$ cat src/rtl/area_weighted_cdf_sampler_unit_assert.svh
// Assertion macros for the CDF sampler. Clock and reset names are fixed.
`ifndef AREA_WEIGHTED_CDF_SAMPLER_UNIT_ASSERT_SVH
`define AREA_WEIGHTED_CDF_SAMPLER_UNIT_ASSERT_SVH

// Same-cycle implication.
`define AWCS_ASSERT_NOW(lbl, ante, cons, msg) \
  lbl: assert property (@(posedge clk_i) disable iff (!rst_ni) (ante) |-> (cons)) \
    else $error(msg);

// Next-cycle implication.
`define AWCS_ASSERT_NEXT(lbl, ante, cons, msg) \
  lbl: assert property (@(posedge clk_i) disable iff (!rst_ni) (ante) |=> (cons)) \
    else $error(msg);

`endif

$ cat src/rtl/awcs_pkg.sv
`timescale 1ns / 1ps
package awcs_pkg;

  localparam int MAX_ENTRIES_DEF = 1024;
  localparam int AREA_W          = 32;
  localparam int FRAC_W          = 32;
  localparam int PROB_W          = 33;
  localparam int ENTRY_IDX_W     = 10;
  localparam int DIV_STEPS       = 33;
  localparam int DCNT_W          = $clog2(DIV_STEPS);

  typedef enum logic [1:0] {
    OP_CLEAR  = 2'd0,
    OP_APPEND = 2'd1,
    OP_BUILD  = 2'd2,
    OP_SAMPLE = 2'd3
  } op_e;

  typedef enum logic [1:0] {
    ST_OK      = 2'd0,
    ST_EMPTY   = 2'd1,
    ST_FULL    = 2'd2,
    ST_UNBUILT = 2'd3
  } status_e;

  typedef enum logic [3:0] {
    S_IDLE,
    S_RESP,
    S_SUM_RD,
    S_SUM_ACC,
    S_DIV_RD,
    S_DIV_INIT,
    S_DIV_STEP,
    S_DIV_WR,
    S_SRCH_RD,
    S_SRCH_CMP,
    S_PICK,
    S_PICK_OUT
  } state_e;

  typedef enum logic [3:0] {
    DP_NOP,
    DP_ACCEPT,
    DP_SUM_RD,
    DP_SUM_ACC,
    DP_DIV_RD,
    DP_DIV_INIT,
    DP_DIV_STEP,
    DP_DIV_WR,
    DP_SRCH_RD,
    DP_SRCH_CMP,
    DP_PICK,
    DP_PICK_OUT
  } dp_act_e;

  typedef struct packed {
    dp_act_e act;
    logic    load_out;
  } cmd_t;

  typedef struct packed {
    logic empty;
    logic built;
    logic last;
    logic div_last;
    logic div_skip;
    logic found;
  } sts_t;

endpackage

$ cat src/rtl/awcs_ctrl.sv
`timescale 1ns / 1ps
module awcs_ctrl (
  input  logic           clk_i,
  input  logic           rst_ni,
  input  logic           in_valid_i,
  input  logic [1:0]     op_i,
  input  logic           out_stall_i,
  input  awcs_pkg::sts_t sts_i,
  output logic           in_stall_o,
  output logic           out_valid_o,
  output awcs_pkg::cmd_t cmd_o
);
  import awcs_pkg::*;

  state_e state_q, state_d;
  logic   out_valid_q, out_valid_d;
  logic   slot_free;

  assign slot_free   = !out_valid_q || !out_stall_i;
  assign in_stall_o  = (state_q != S_IDLE);
  assign out_valid_o = out_valid_q;

  always_ff @(posedge clk_i or negedge rst_ni) begin
    if (!rst_ni) begin
      state_q     <= S_IDLE;
      out_valid_q <= 1'b0;
    end else begin
      state_q     <= state_d;
      out_valid_q <= out_valid_d;
    end
  end

  always_comb begin
    state_d      = state_q;
    cmd_o.act    = DP_NOP;
    cmd_o.load_out = 1'b0;
    case (state_q)
      S_IDLE: begin
        if (in_valid_i) begin
          cmd_o.act = DP_ACCEPT;
          case (op_e'(op_i))
            OP_BUILD:  state_d = sts_i.empty ? S_RESP : S_SUM_RD;
            OP_SAMPLE: state_d = (sts_i.empty || !sts_i.built) ? S_RESP : S_SRCH_RD;
            default:   state_d = S_RESP;
          endcase
        end
      end
      S_RESP: begin
        if (slot_free) begin
          cmd_o.load_out = 1'b1;
          state_d        = S_IDLE;
        end
      end
      S_SUM_RD: begin
        cmd_o.act = DP_SUM_RD;
        state_d   = S_SUM_ACC;
      end
      S_SUM_ACC: begin
        cmd_o.act = DP_SUM_ACC;
        state_d   = sts_i.last ? S_DIV_RD : S_SUM_RD;
      end
      S_DIV_RD: begin
        cmd_o.act = DP_DIV_RD;
        state_d   = S_DIV_INIT;
      end
      S_DIV_INIT: begin
        cmd_o.act = DP_DIV_INIT;
        state_d   = sts_i.div_skip ? S_DIV_WR : S_DIV_STEP;
      end
      S_DIV_STEP: begin
        cmd_o.act = DP_DIV_STEP;
        if (sts_i.div_last) state_d = S_DIV_WR;
      end
      S_DIV_WR: begin
        cmd_o.act = DP_DIV_WR;
        state_d   = sts_i.last ? S_RESP : S_DIV_RD;
      end
      S_SRCH_RD: begin
        cmd_o.act = DP_SRCH_RD;
        state_d   = sts_i.found ? S_PICK : S_SRCH_CMP;
      end
      S_SRCH_CMP: begin
        cmd_o.act = DP_SRCH_CMP;
        state_d   = S_SRCH_RD;
      end
      S_PICK: begin
        cmd_o.act = DP_PICK;
        state_d   = S_PICK_OUT;
      end
      S_PICK_OUT: begin
        cmd_o.act = DP_PICK_OUT;
        state_d   = S_RESP;
      end
      default: state_d = S_IDLE;
    endcase
  end

  assign out_valid_d = cmd_o.load_out || (out_valid_q && out_stall_i);

endmodule

$ cat config.mk
export PLATFORM = sky130hd
export DESIGN_NAME = awcs_ctrl
export DESIGN_NICKNAME = d
export VERILOG_FILES = /design/src/rtl/area_weighted_cdf_sampler_unit_assert.svh /design/src/rtl/awcs_pkg.sv /design/src/rtl/awcs_ctrl.sv
export SDC_FILE = /design/constraint.sdc
export NUM_CORES = 1
export LEC_CHECK = 0
export ABC_AREA = 1
export BUFFER_PORTS_ARGS = -buffer_cell sky130_fd_sc_hd__buf_2
export CORE_UTILIZATION = 30
export DETAILED_ROUTE_END_ITERATION = 8
export PLACE_DENSITY = 0.52
export RECOVER_POWER = 25
export SETUP_SLACK_MARGIN = 0.15
export SYNTH_ARGS = -nofsm -noshare
export SYNTH_HDL_FRONTEND = slang
export SYNTH_SLANG_ARGS = --single-unit
$ cat constraint.sdc
create_clock -name clk_i -period 2.3 [get_ports clk_i]
set_input_delay 0.46 -clock clk_i [delete_from_list [all_inputs] [get_ports clk_i]]
set_output_delay 0.46 -clock clk_i [all_outputs]
set_load 0.05 [all_outputs]
==> results.md, run 1 <==
* Status: complete, no violations
* Top cells by area, synth: dfrtp_1 22%, nand2_1 21%, ha_1 11%, inv_1 7.1%, nand3_1 6.9%
* Minimum clock period at between 2 and 2.5 ns
* Sequential cell area fraction in the yosys report at a little over a fifth
* VDD IR max at 740 uV
* Crit path kind: flop to output port
* Post-synthesis simple-gate area fraction at between 50% and 60%
* Slew @ Worst Pin at between 0.3 and 0.4 ns
* Yosys reg bits at 5
* Synth Area in Adders at a little over a tenth
* FMAX at roughly 490 MHz
* Seq pwr share at between 10% and 20%
* Total GRT Usage at around 13%
* Mapped Cells at 92
* Critical Path, Cell by Cell: inv_2 > ha_4 > nand2_2 > inv_2 > nand2_1 > nand3b_1 > nand2_1 > inv_1 > clkbuf_4
* Hold/Removal Path Class: input port to asynchronous set/reset pin
* Sw Pwr at about 0.00064 W
* Detailed route wirelength on metal2 at 612 um
* Clock Latency Late Sink at roughly 0.24 ns
* Final hold vios at 0
* Core area at between 1500 and 2000 um2
* Slew HR at about three quarters
* RSZ-0062 raised after global routing: no
* Nets at 130
* Cell Rows at 15
* Die X at around 46 um
* Avg Inst Size Synth at 6.31 um2
* Via-per-instance ratio at about 4.4
* Switching share of total power at between 60% and 70%
* Cts hold-fix bufs at 0
* Share of cells above drive strength 1 at 34.8%
* Synth Area in XOR/XNOR at 0%
* Syn nets at approximately 110
* Highest metal used: met3
* Die span in y at 46.0 um
* Critical-path top delay cell: dfrtp_1
* CTS buffer count at 3
* Top cell type's share of synthesized area at 21.6%
* Largest fanout on the critical path at 9
* Cell with the most instances after synthesis: nand2_1
* Largest net degree at the start of global routing at 10
* DR WL met3 at around 81 um
* GP Congestion at roughly 0.77
* Global-route wire length before repair at approximately 2100 um
* Number of global-route vias before repair at around 500
* # Max-Cap Violations at 0
* Initial antenna violation count at 0
* HPWL after DPL at around 1100 um
* CTS Buffer Depth at 2
* Critical Path RT at 1.84 ns
* Post-Route M1 WL at about 600 um
* Mux share of post-synthesis cell area at 0%
* CTS Root Cell: clkbuf_4
* Async set-reset flop share out of synthesis at 100%
* Iteration-0 DRC count of the detailed router at 12
* Routed wire per std cell at 9.46 um
* Total power at around 0.0011 W
* Final clock skew at roughly 0.002 ns
* Mapped Area at between 500 and 600 um2
* Arr. time, crit path at about 1.6 ns
* Via count at ~600
* Synth top cells by count: 32 x nand2_1, 11 x inv_1, 9 x nor2_1
* Reg-to-reg critical path endpoint: state_q[3]
* Setup slack, reg-to-reg at roughly 0.86 ns
* Total grt overflow at 0
* Antenna diode count at 0
* Setup violations, final at 0
* Fillers at 218
* CTS tree: done
* Post-route setup TNS at 0 ns
* Worst stage delay on the critical path at 0.42 ns
* Drt pass-1 iters at 4
* Cell Count Post-Placement at between 100 and 150
* Final wirelength at 1300 um
* CTS clock-pin slew for the worst setup and hold paths at 0.04 ns
* IO buf count at 18
* Worst Setup End Kind: output port
* Number of remaining DRC errors at 0
* Gate power share at between 70% and 80%
* Yosys Warn Count at 0
* Static leakage at 0.435 nW
* Final-report max-slew violation count at 0
* Initial core utilization at about 33%
* Synth Area in Compound Gates at around 4.1%
* Power Density at ~1500 nW/um2
* Clock share of power at 9.4%
* Final period util at 88.6%
* Post-synth EDFFs at 0
* Top FF cell, synth: dfrtp_1
* Clk sinks at 5
* Antenna violation net count after detailed routing at 0
* # IOs at 19
* Count of cell types in the netlist at 18
* Largest family of logic cells by synthesized area: simple AND/OR/NAND/NOR gates
* Final Non-Filler Cells at between 100 and 150
* Htree depth at 1
* Die area at approximately 2100 um2
* CP startpoint kind: flop
* Int Pwr at between 0.0004 and 0.0005 W
* R2r worst-path depth at 9
* Reg-to-Reg Start: state_q[3]
* Top cell type by total area after synthesis: dfrtp_1
* Syn-to-layout area delta at 25.6%
-- layout by cell type (no fill, tap or decap), types with 2 or more instances in the layout --
| master | synthesis | routed |
|---|---|---|
| clkbuf_4 | 0 | 4 |
| buf_2 | 0 | 16 |
| ha_2 | 0 | 2 |
| nand3b_1 | 2 | 2 |
| nor2_1 | 9 | 9 |
| inv_1 | 11 | 9 |
| inv_2 | 3 | 5 |
| nand2_2 | 3 | 3 |
| nand3_1 | 8 | 8 |
| o21ai_0 | 2 | 2 |
| ha_1 | 5 | 2 |
| dfrtp_1 | 5 | 5 |
| clkbuf_1 | 0 | 2 |
| nand2_1 | 32 | 32 |
| nor2_4 | 2 | 2 |
| nor2_2 | 2 | 2 |
-- routing by layer --
layer | GRT usage, % | vias to the layer above
met2 | 22.3 | 17
met4 | 0 | 0
li1 | - | 321
met1 | 18.1 | 266
met3 | 3.97 | 0
met5 | 0 | -
-- worst max-delay path: cells and delay by family (launching register included) --
| kind | cells | cell delay (ns) |
|---|---|---|
| adders and majority gates | 1 | 0.20 |
| buffers and inverters | 4 | 0.43 |
| DFF | 1 | 0.42 |
| and+or+nand+nor | 4 | 0.28 |
-- power by group through the flow --
stage          Combinational [W]  Clock [W]  Sequential, W
2_1_floorplan           0.000637          0       0.000182
3_3_place_gp            0.000765          0       0.000177
3_5_place_dp            0.000759          0       0.000178
4_1_cts                 0.000782   0.000104       0.000177
5_1_grt                 0.000854   0.000106       0.000186
6_report                0.000783   0.000100       0.000179
-- timing repair --
action | in CTS | in global routing
setup endpoints to repair | 3 | 2
pin swaps | 0 | 1
gates cloned | 0 | 0
setup buffers | 0 | 0
endpoints found under the hold margin | 0 | 0
resized for setup | 3 | 4
-- how the worst max path moves through the flow --
stage	slack, ns	depth (start not counted)	to	startpoint
global route	0.16	9	cmd_o[1]	state_q[2]
finish	0.26	9	cmd_o[1]	state_q[2]
floorplan	0.29	9	cmd_o[1]	state_q[2]
CTS	0.15	9	cmd_o[1]	state_q[2]
global placement	0.26	9	cmd_o[1]	state_q[2]
detailed placement	0.25	9	cmd_o[1]	state_q[2]
-- flip-flops by register name, indices dropped and copies added, names as in the netlist --
| name | flops |
|---|---|
| state_q | 4 |
| out_valid_o | 1 |
-- through the flow --
step / utilization (%) / setup WS, ns / hold WS, ns / instance area [um2]
finish: 41.3 / 0.262 / 0.0639 / 729
CTS: 41.1 / 0.152 / 0.0248 / 726
detailed placement: 38.8 / 0.246 / 0.282 / 684
global placement: 38.8 / 0.256 / 0.278 / 684
floorplan: - / 0.292 / 0.164 / 586
global route: 41.3 / 0.156 / 0.0892 / 729
-- final cells by class --
type,instances,area [um2],share of cell area (%)
Clock buffer,4,26.3,3.60
Sequential cell,5,125,17.2
Inverter,14,52.6,7.20
Tap cell,25,31.3,4.29
Timing Repair Buffer,18,91.3,12.5
Multi-Input combinational cell,71,403,55.2
-- cell families (layout without fill, tap and decap cells) --
group           after synthesis  in the layout
buf+inv                      16             36
flops                         5              5
fa+ha+maj                     5              5
compound gates                4              4
simple gates                 62             62
No activity file was read; power rests on OpenSTA's default activity.
==> inputs of run 2 (changes only) <==
--- a/config.mk
+++ b/config.mk
@@ -7,9 +7,12 @@
 export LEC_CHECK = 0
 export ABC_AREA = 1
 export BUFFER_PORTS_ARGS = -buffer_cell sky130_fd_sc_hd__buf_2
-export CORE_UTILIZATION = 30
+export CELL_PAD_IN_SITES_DETAIL_PLACEMENT = 1
+export CELL_PAD_IN_SITES_GLOBAL_PLACEMENT = 2
+export CORE_ASPECT_RATIO = 1.1
+export CORE_UTILIZATION = 26
 export DETAILED_ROUTE_END_ITERATION = 8
-export PLACE_DENSITY = 0.52
+export PLACE_DENSITY = 0.8
 export RECOVER_POWER = 25
 export SETUP_SLACK_MARGIN = 0.15
 export SYNTH_ARGS = -nofsm -noshare
==> results.md, run 2 (synthesis gave the netlist of run 1 again) <==
* Status: complete, no violations (unchanged)
* # IOs at 19 (unchanged)
* Cell Count Post-Placement at 136 (was 133)
* Met3 global-route usage at 1.04% (was 3.97%)
* GR peak layer: met2 (unchanged)
* GR Util met1 at 20.6% (was 18.1%)
* Most frequent cells in the layout: 32 x nand2_1, 16 x buf_2, 9 x inv_1, 9 x nor2_1, 8 x nand3_1 (unchanged)
* Htree depth at 1 (unchanged)
* Initial antenna violation count at 0 (unchanged)
* Critical Path RT at 1.84 ns (about the same)
* Arr. time, crit path at 1.56 ns (was 1.58 ns)
* Largest fanout on the critical path at 9 (unchanged)
* Final wirelength at 1510 um (was 1300 um)
* Cell Rows at 17 (was 15)
* Crit path kind: flop to output port (unchanged)
* Clock share of power at 9.3% (was 9.4%)
* CTS buffer count at 3 (unchanged)
* CTS Root Cell: clkbuf_4 (unchanged)
* Minimum clock period at 2.02 ns (was 2.04 ns)
* Setup violations, final at 0 (unchanged)
* FMAX at 494 MHz (was 491 MHz)
* Clock Latency Late Sink at 0.24 ns (about the same)
* Nets at 130 (unchanged)
* Power Density at 1470 nW/um2 (was 1450 nW/um2)
* Hold/Removal Path Class: input port to asynchronous set/reset pin (unchanged)
* Die area at 2430 um2 (was 2120 um2)
* Global-route wire length before repair at 2620 um (was 2060 um)
* Initial core utilization at 28.1% (was 32.9%)
* GR Util met2 at 24.3% (was 22.3%)
* Antenna violation net count after detailed routing at 0 (unchanged)
* RSZ-0062 raised after global routing: no (unchanged)
* Die X at 47.1 um (was 46.0 um)
* CTS clock-pin slew for the worst setup and hold paths at 0.04 ns (about the same)
* Sw Pwr at 0.000653 W (was 0.000641 W)
* Number of global-route vias before repair at 612 (was 501)
* Drt pass-1 iters at 2 (was 4)
* CTS tree: done (unchanged)
* Core area at 2060 um2 (was 1760 um2)
* CTS Buffer Depth at 2 (unchanged)
* Syn-to-layout area delta at 26.3% (was 25.6%)
* Via count at 606 (was 604)
* Commonest non-fill, non-tap cell in the layout: nand2_1 (unchanged)
* Antenna diode count at 0 (unchanged)
* # Max-Cap Violations at 0 (unchanged)
* Number of remaining DRC errors at 0 (unchanged)
* Fin util at 35.5% (was 41.3%)
* Fillers at 299 (was 218)
* Static leakage at 0.436 nW (was 0.435 nW)
* Gate power share at 74.1% (was 73.8%)
* Switching share of total power at 60.7% (was 60.4%)
* Largest net degree at the start of global routing at 10 (unchanged)
* Slew HR at 76.0% (was 76.6%)
* VDD IR max at 689 uV (was 740 uV)
* Seq pwr share at 16.6% (was 16.8%)
* Routed wire per std cell at 10.8 um (was 9.46 um)
* Postcts setup bufs at 0 (unchanged)
* Share of cells above drive strength 1 at 34.8% (unchanged)
* Total grt overflow at 0 (unchanged)
* Final Non-Filler Cells at 140 (was 137)
* Worst stage delay on the critical path at 0.42 ns (about the same)
* Worst hold margin at 0.0698 ns (was 0.0639 ns)
* Critical Path, Cell by Cell: inv_2 > ha_4 > nand2_2 > inv_2 > nand2_1 > nand3b_1 > nand2_1 > inv_1 > buf_4 (was inv_2 > ha_4 > nand2_2 > inv_2 > nand2_1 > nand3b_1 > nand2_1 > inv_1 > clkbuf_4)
* GP Congestion at 0.781 (was 0.768)
* Crit path max-delay family: flip-flops (was buffers and inverters)
* IO buf count at 18 (unchanged)
* Final hold vios at 0 (unchanged)
* Critical-path top delay cell: dfrtp_1 (unchanged)
* Max reg flops at 4 (unchanged)
* Total power at 0.00108 W (was 0.00106 W)
* Final-report max-slew violation count at 0 (unchanged)
* Via-per-instance ratio at 4.33 (was 4.41)
* Iteration-0 DRC count of the detailed router at 6 (was 12)
* HPWL after DPL at 1340 um (was 1100 um)
* Int Pwr at 0.000423 W (was 0.000421 W)
* Die span in y at 51.6 um (was 46.0 um)
* Slew @ Worst Pin at 0.360 ns (was 0.352 ns)
* Clk sinks at 5 (unchanged)
* Worst Setup End Kind: output port (unchanged)
* Post-route setup TNS at 0 ns (unchanged)
* Final clock skew at 0.00164 ns (was 0.00199 ns)
* Worst Path Buf+Inv at 4 (unchanged)
* Final period util at 88.0% (was 88.6%)
* CP startpoint kind: flop (unchanged)
* Cts hold-fix bufs at 0 (unchanged)
* Reg with most FFs: state_q (unchanged)
* Total GRT Usage at 15.1% (was 13.4%)
[run 2: cell count changes in the layout (fill, tap and decap cells not counted), sizes merged]
| cell | delta |
|---|---|
| buf | +1 |
| clkbuf | -1 |
[run 2: path summary, 6_finish.rpt]
path / start / to / slack [ns] / cells past startpoint
setup reg to reg: state_q[3] / state_q[0] / 0.85 / 9
hold / removal: rst_ni / state_q[3] / 0.07 / 1
min in group clk_i: out_stall_i / out_valid_o / 0.45 / 3
hold reg to reg: out_valid_o / out_valid_o / 0.51 / 2
max in group asynchronous: rst_ni / state_q[1] / 2.01 / 1
setup / recovery: state_q[2] / cmd_o[1] / 0.28 / 9
[run 2: cell type report]
cell class,instances,area (um2),area share [%]
Multi-Input combinational cell,71,403,54.9
Sequential cell,5,125,17.1
Timing Repair Buffer,18,91.3,12.5
Inverter,14,52.6,7.17
Tap cell,28,35.0,4.78
Clock buffer,4,26.3,3.58
[run 2: layer usage]
| metal | wire (um) | up-vias |
|---|---|---|
| li1 | - | 323 |
| met1 | 707 | 263 |
| met2 | 732 | 16 |
| met3 | 42 | 4 |
| met4 | 26 | 0 |
| met5 | 0 | - |
[run 2: timing repair]
action / 4_1_cts / 5_1_grt
endpoints found under the setup margin: 2 / 2
pin swaps: 0 / 1
gates resized for setup: 4 / 3
[run 2: worst register-to-register path: cells and delay by family, from the launching register on]
kind | cells | cell delay, ns
flops | 1 | 0.41
fa+ha+maj | 1 | 0.25
simple gates | 6 | 0.49
buf+inv | 2 | 0.18
[run 2: through the flow]
step | instance area, um2 | setup WS [ns]
3_5_place_dp | 688 | 0.221
6_report | 733 | 0.275
4_1_cts | 732 | 0.194
5_1_grt | 733 | 0.153
2_1_floorplan | 586 | 0.292
3_3_place_gp | 688 | 0.278
[run 2: power by group through the flow]
stage	Clock [W]	Sequential, W	Combinational (W)
after global routing	0.000106	0.000186	0.000883
after global placement	0	0.000180	0.000772
after detailed placement	0	0.000179	0.000780
after CTS	0.000102	0.000179	0.000809
final	0.000100	0.000179	0.000797
after floorplan	0	0.000182	0.000637
==> inputs of run 3 (changes only) <==
--- a/config.mk
+++ b/config.mk
@@ -10,6 +10,7 @@
 export CELL_PAD_IN_SITES_DETAIL_PLACEMENT = 1
 export CELL_PAD_IN_SITES_GLOBAL_PLACEMENT = 2
 export CORE_ASPECT_RATIO = 1.1
+export CORE_MARGIN = 4
 export CORE_UTILIZATION = 26
 export DETAILED_ROUTE_END_ITERATION = 8
 export PLACE_DENSITY = 0.8
==> results.md, run 3 (synthesis gave the netlist of run 1 again) <==
* Status: complete, no violations (unchanged)
* CTS Buffer Depth at 2 (unchanged)
* GP Congestion at 0.795 (was 0.781)
* Die span in y at 57.6 um (was 51.6 um)
* Reg-to-reg critical path endpoint: state_q[1] (was state_q[0])
* Arr. time, crit path at 1.56 ns (about the same)
* Placed instance area at 688 um2 (unchanged)
* FMAX at 495 MHz (was 494 MHz)
* Reg with most FFs: state_q (unchanged)
* Fillers at 286 (was 299)
* R2r worst-path depth at 9 (unchanged)
* Largest net degree at the start of global routing at 10 (unchanged)
* Critical Path RT at 1.84 ns (about the same)
* VDD IR max at 608 uV (was 689 uV)
* Worst Setup End Kind: output port (unchanged)
* Core area at 2060 um2 (unchanged)
* Number of remaining DRC errors at 0 (unchanged)
* Routed wire per std cell at 11.3 um (was 10.8 um)
* Crit path kind: flop to output port (unchanged)
* Clock Latency Late Sink at 0.24 ns (about the same)
* Htree depth at 1 (unchanged)
* Initial core utilization at 28.1% (unchanged)
* Die area at 3050 um2 (was 2430 um2)
* Antenna violation net count after detailed routing at 0 (unchanged)
* Die X at 53.1 um (was 47.1 um)
* CP startpoint kind: flop (unchanged)
* Setup slack, reg-to-reg at 0.85 ns (about the same)
* Total GRT Usage at 11.3% (was 15.1%)
* Final wirelength at 1600 um (was 1510 um)
* Max reg flops at 4 (unchanged)
* Post-route setup TNS at 0 ns (unchanged)
* Via count at 604 (was 606)
* Minimum clock period at 2.02 ns (about the same)
* Number of global-route vias before repair at 582 (was 612)
* Total power at 0.00111 W (was 0.00108 W)
* Antenna diode count at 0 (unchanged)
* IO buf count at 18 (unchanged)
* Static leakage at 0.443 nW (was 0.436 nW)
* Global-route wire length before repair at 2560 um (was 2620 um)
* CP startpoint: state_q[3] (was state_q[2])
* Final clock skew at 0.00174 ns (was 0.00164 ns)
* HPWL after DPL at 1340 um (about the same)
* CTS Root Cell: clkbuf_4 (unchanged)
* Via-per-instance ratio at 4.28 (was 4.33)
* Commonest non-fill, non-tap cell in the layout: nand2_1 (unchanged)
* # Max-Cap Violations at 0 (unchanged)
* Cts hold-fix bufs at 0 (unchanged)
* CTS buffer count at 3 (unchanged)
* Final period util at 87.9% (was 88.0%)
* Post-Layout Inst Area at 746 um2 (was 733 um2)
* Final-report max-slew violation count at 0 (unchanged)
* Power Density at 1480 nW/um2 (was 1470 nW/um2)
* Most frequent cells in the layout: 32 x nand2_1, 16 x buf_2, 9 x inv_1, 9 x nor2_1, 8 x nand3_1 (unchanged)
* CTS tree: done (unchanged)
* Iteration-0 DRC count of the detailed router at 3 (was 6)
* Final hold vios at 0 (unchanged)
* Setup crit end: cmd_o[1] (unchanged)
* Slew @ Worst Pin at 0.369 ns (was 0.360 ns)
* Setup violations, final at 0 (unchanged)
* Slew HR at 75.4% (was 76.0%)
* Hold/Removal Path Class: input port to asynchronous set/reset pin (unchanged)
* Reg-to-Reg Start: state_q[3] (unchanged)
* Share of cells above drive strength 1 at 34.5% (was 34.8%)
* Cell Rows at 17 (unchanged)
* Nets at 131 (was 130)
* Syn-to-layout area delta at 28.4% (was 26.3%)
* Drt pass-1 iters at 3 (was 2)
* # IOs at 19 (unchanged)
* CTS clock-pin slew for the worst setup and hold paths at 0.04 ns (about the same)
* Initial antenna violation count at 0 (unchanged)
* Clk sinks at 5 (unchanged)
* Total grt overflow at 0 (unchanged)
* RSZ-0062 raised after global routing: no (unchanged)
* Largest fanout on the critical path at 8 (was 9)
-- run 3: cell types whose count changed in the layout (fill, tap and decap cells not counted) --
cell     delta
ha_1        +1
a21oi_2     -1
ha_2        -1
buf_4       +1
a21oi_4     +1
-- run 3: worst min-delay path by stage --
| stage | from | cells past startpoint | slack, ns | end |
|---|---|---|---|---|
| 3_3_place_gp | rst_ni | 1 | 0.28 | state_q[3] |
| 4_1_cts | rst_ni | 1 | 0.01 | state_q[2] |
| 5_1_grt | rst_ni | 1 | 0.06 | state_q[0] |
| 6_report | rst_ni | 1 | 0.05 | state_q[2] |
| 3_5_place_dp | rst_ni | 1 | 0.28 | state_q[3] |
| 2_1_floorplan | rst_ni | 0 | 0.16 | out_valid_o |
-- run 3: worst max-delay path: stages (launching register included) --
cell,delay (ns)
dfrtp_1,0.41
inv_2,0.12
ha_4,0.21
inv_1,0.05
nor2_1,0.12
nand3b_1,0.12
nand2_1,0.05
inv_1,0.05
buf_4,0.18
-- run 3: layer usage --
layer	routed length, um	vias up	track usage, %
met4	23	0	4.38
met2	723	16	17.9
met5	0	-	0
li1	-	322	-
met3	80	3	2.35
met1	771	263	14.8
-- run 3: power breakdown --
| group | switching [W] | internal (W) |
|---|---|---|
| Clock | 0.0000371 | 0.0000657 |
| Sequential | 0.0000619 | 0.000121 |
| Combinational | 0.000567 | 0.000255 |
-- run 3: per-stage QoR --
stage               utilization (%)  hold WS, ns  instances  setup WS [ns]
floorplan                         -        0.164         92          0.292
global placement               33.4        0.278        136          0.269
detailed placement             33.4        0.278        136          0.241
CTS                            35.4       0.0100        140          0.153
global route                   36.1       0.0580        141          0.160
finish                         36.1       0.0536        141          0.278
-- run 3: layout make-up --
cell class / count / area (um2) / share of cell area (%)
inverters: 14 / 52.6 / 7.05
multi-input cells: 71 / 408 / 54.7
repair buffers: 19 / 98.8 / 13.3
well taps: 28 / 35.0 / 4.70
clock buffers: 4 / 26.3 / 3.52
flip-flops and latches: 5 / 125 / 16.8
-- run 3: timing repair --
| item | in CTS | in global routing |
|---|---|---|
| buffers inserted | 0 | 1 |
| gates resized for setup | 3 | 5 |
| setup endpoints to repair | 3 | 2 |
| pin swaps | 0 | 1 |
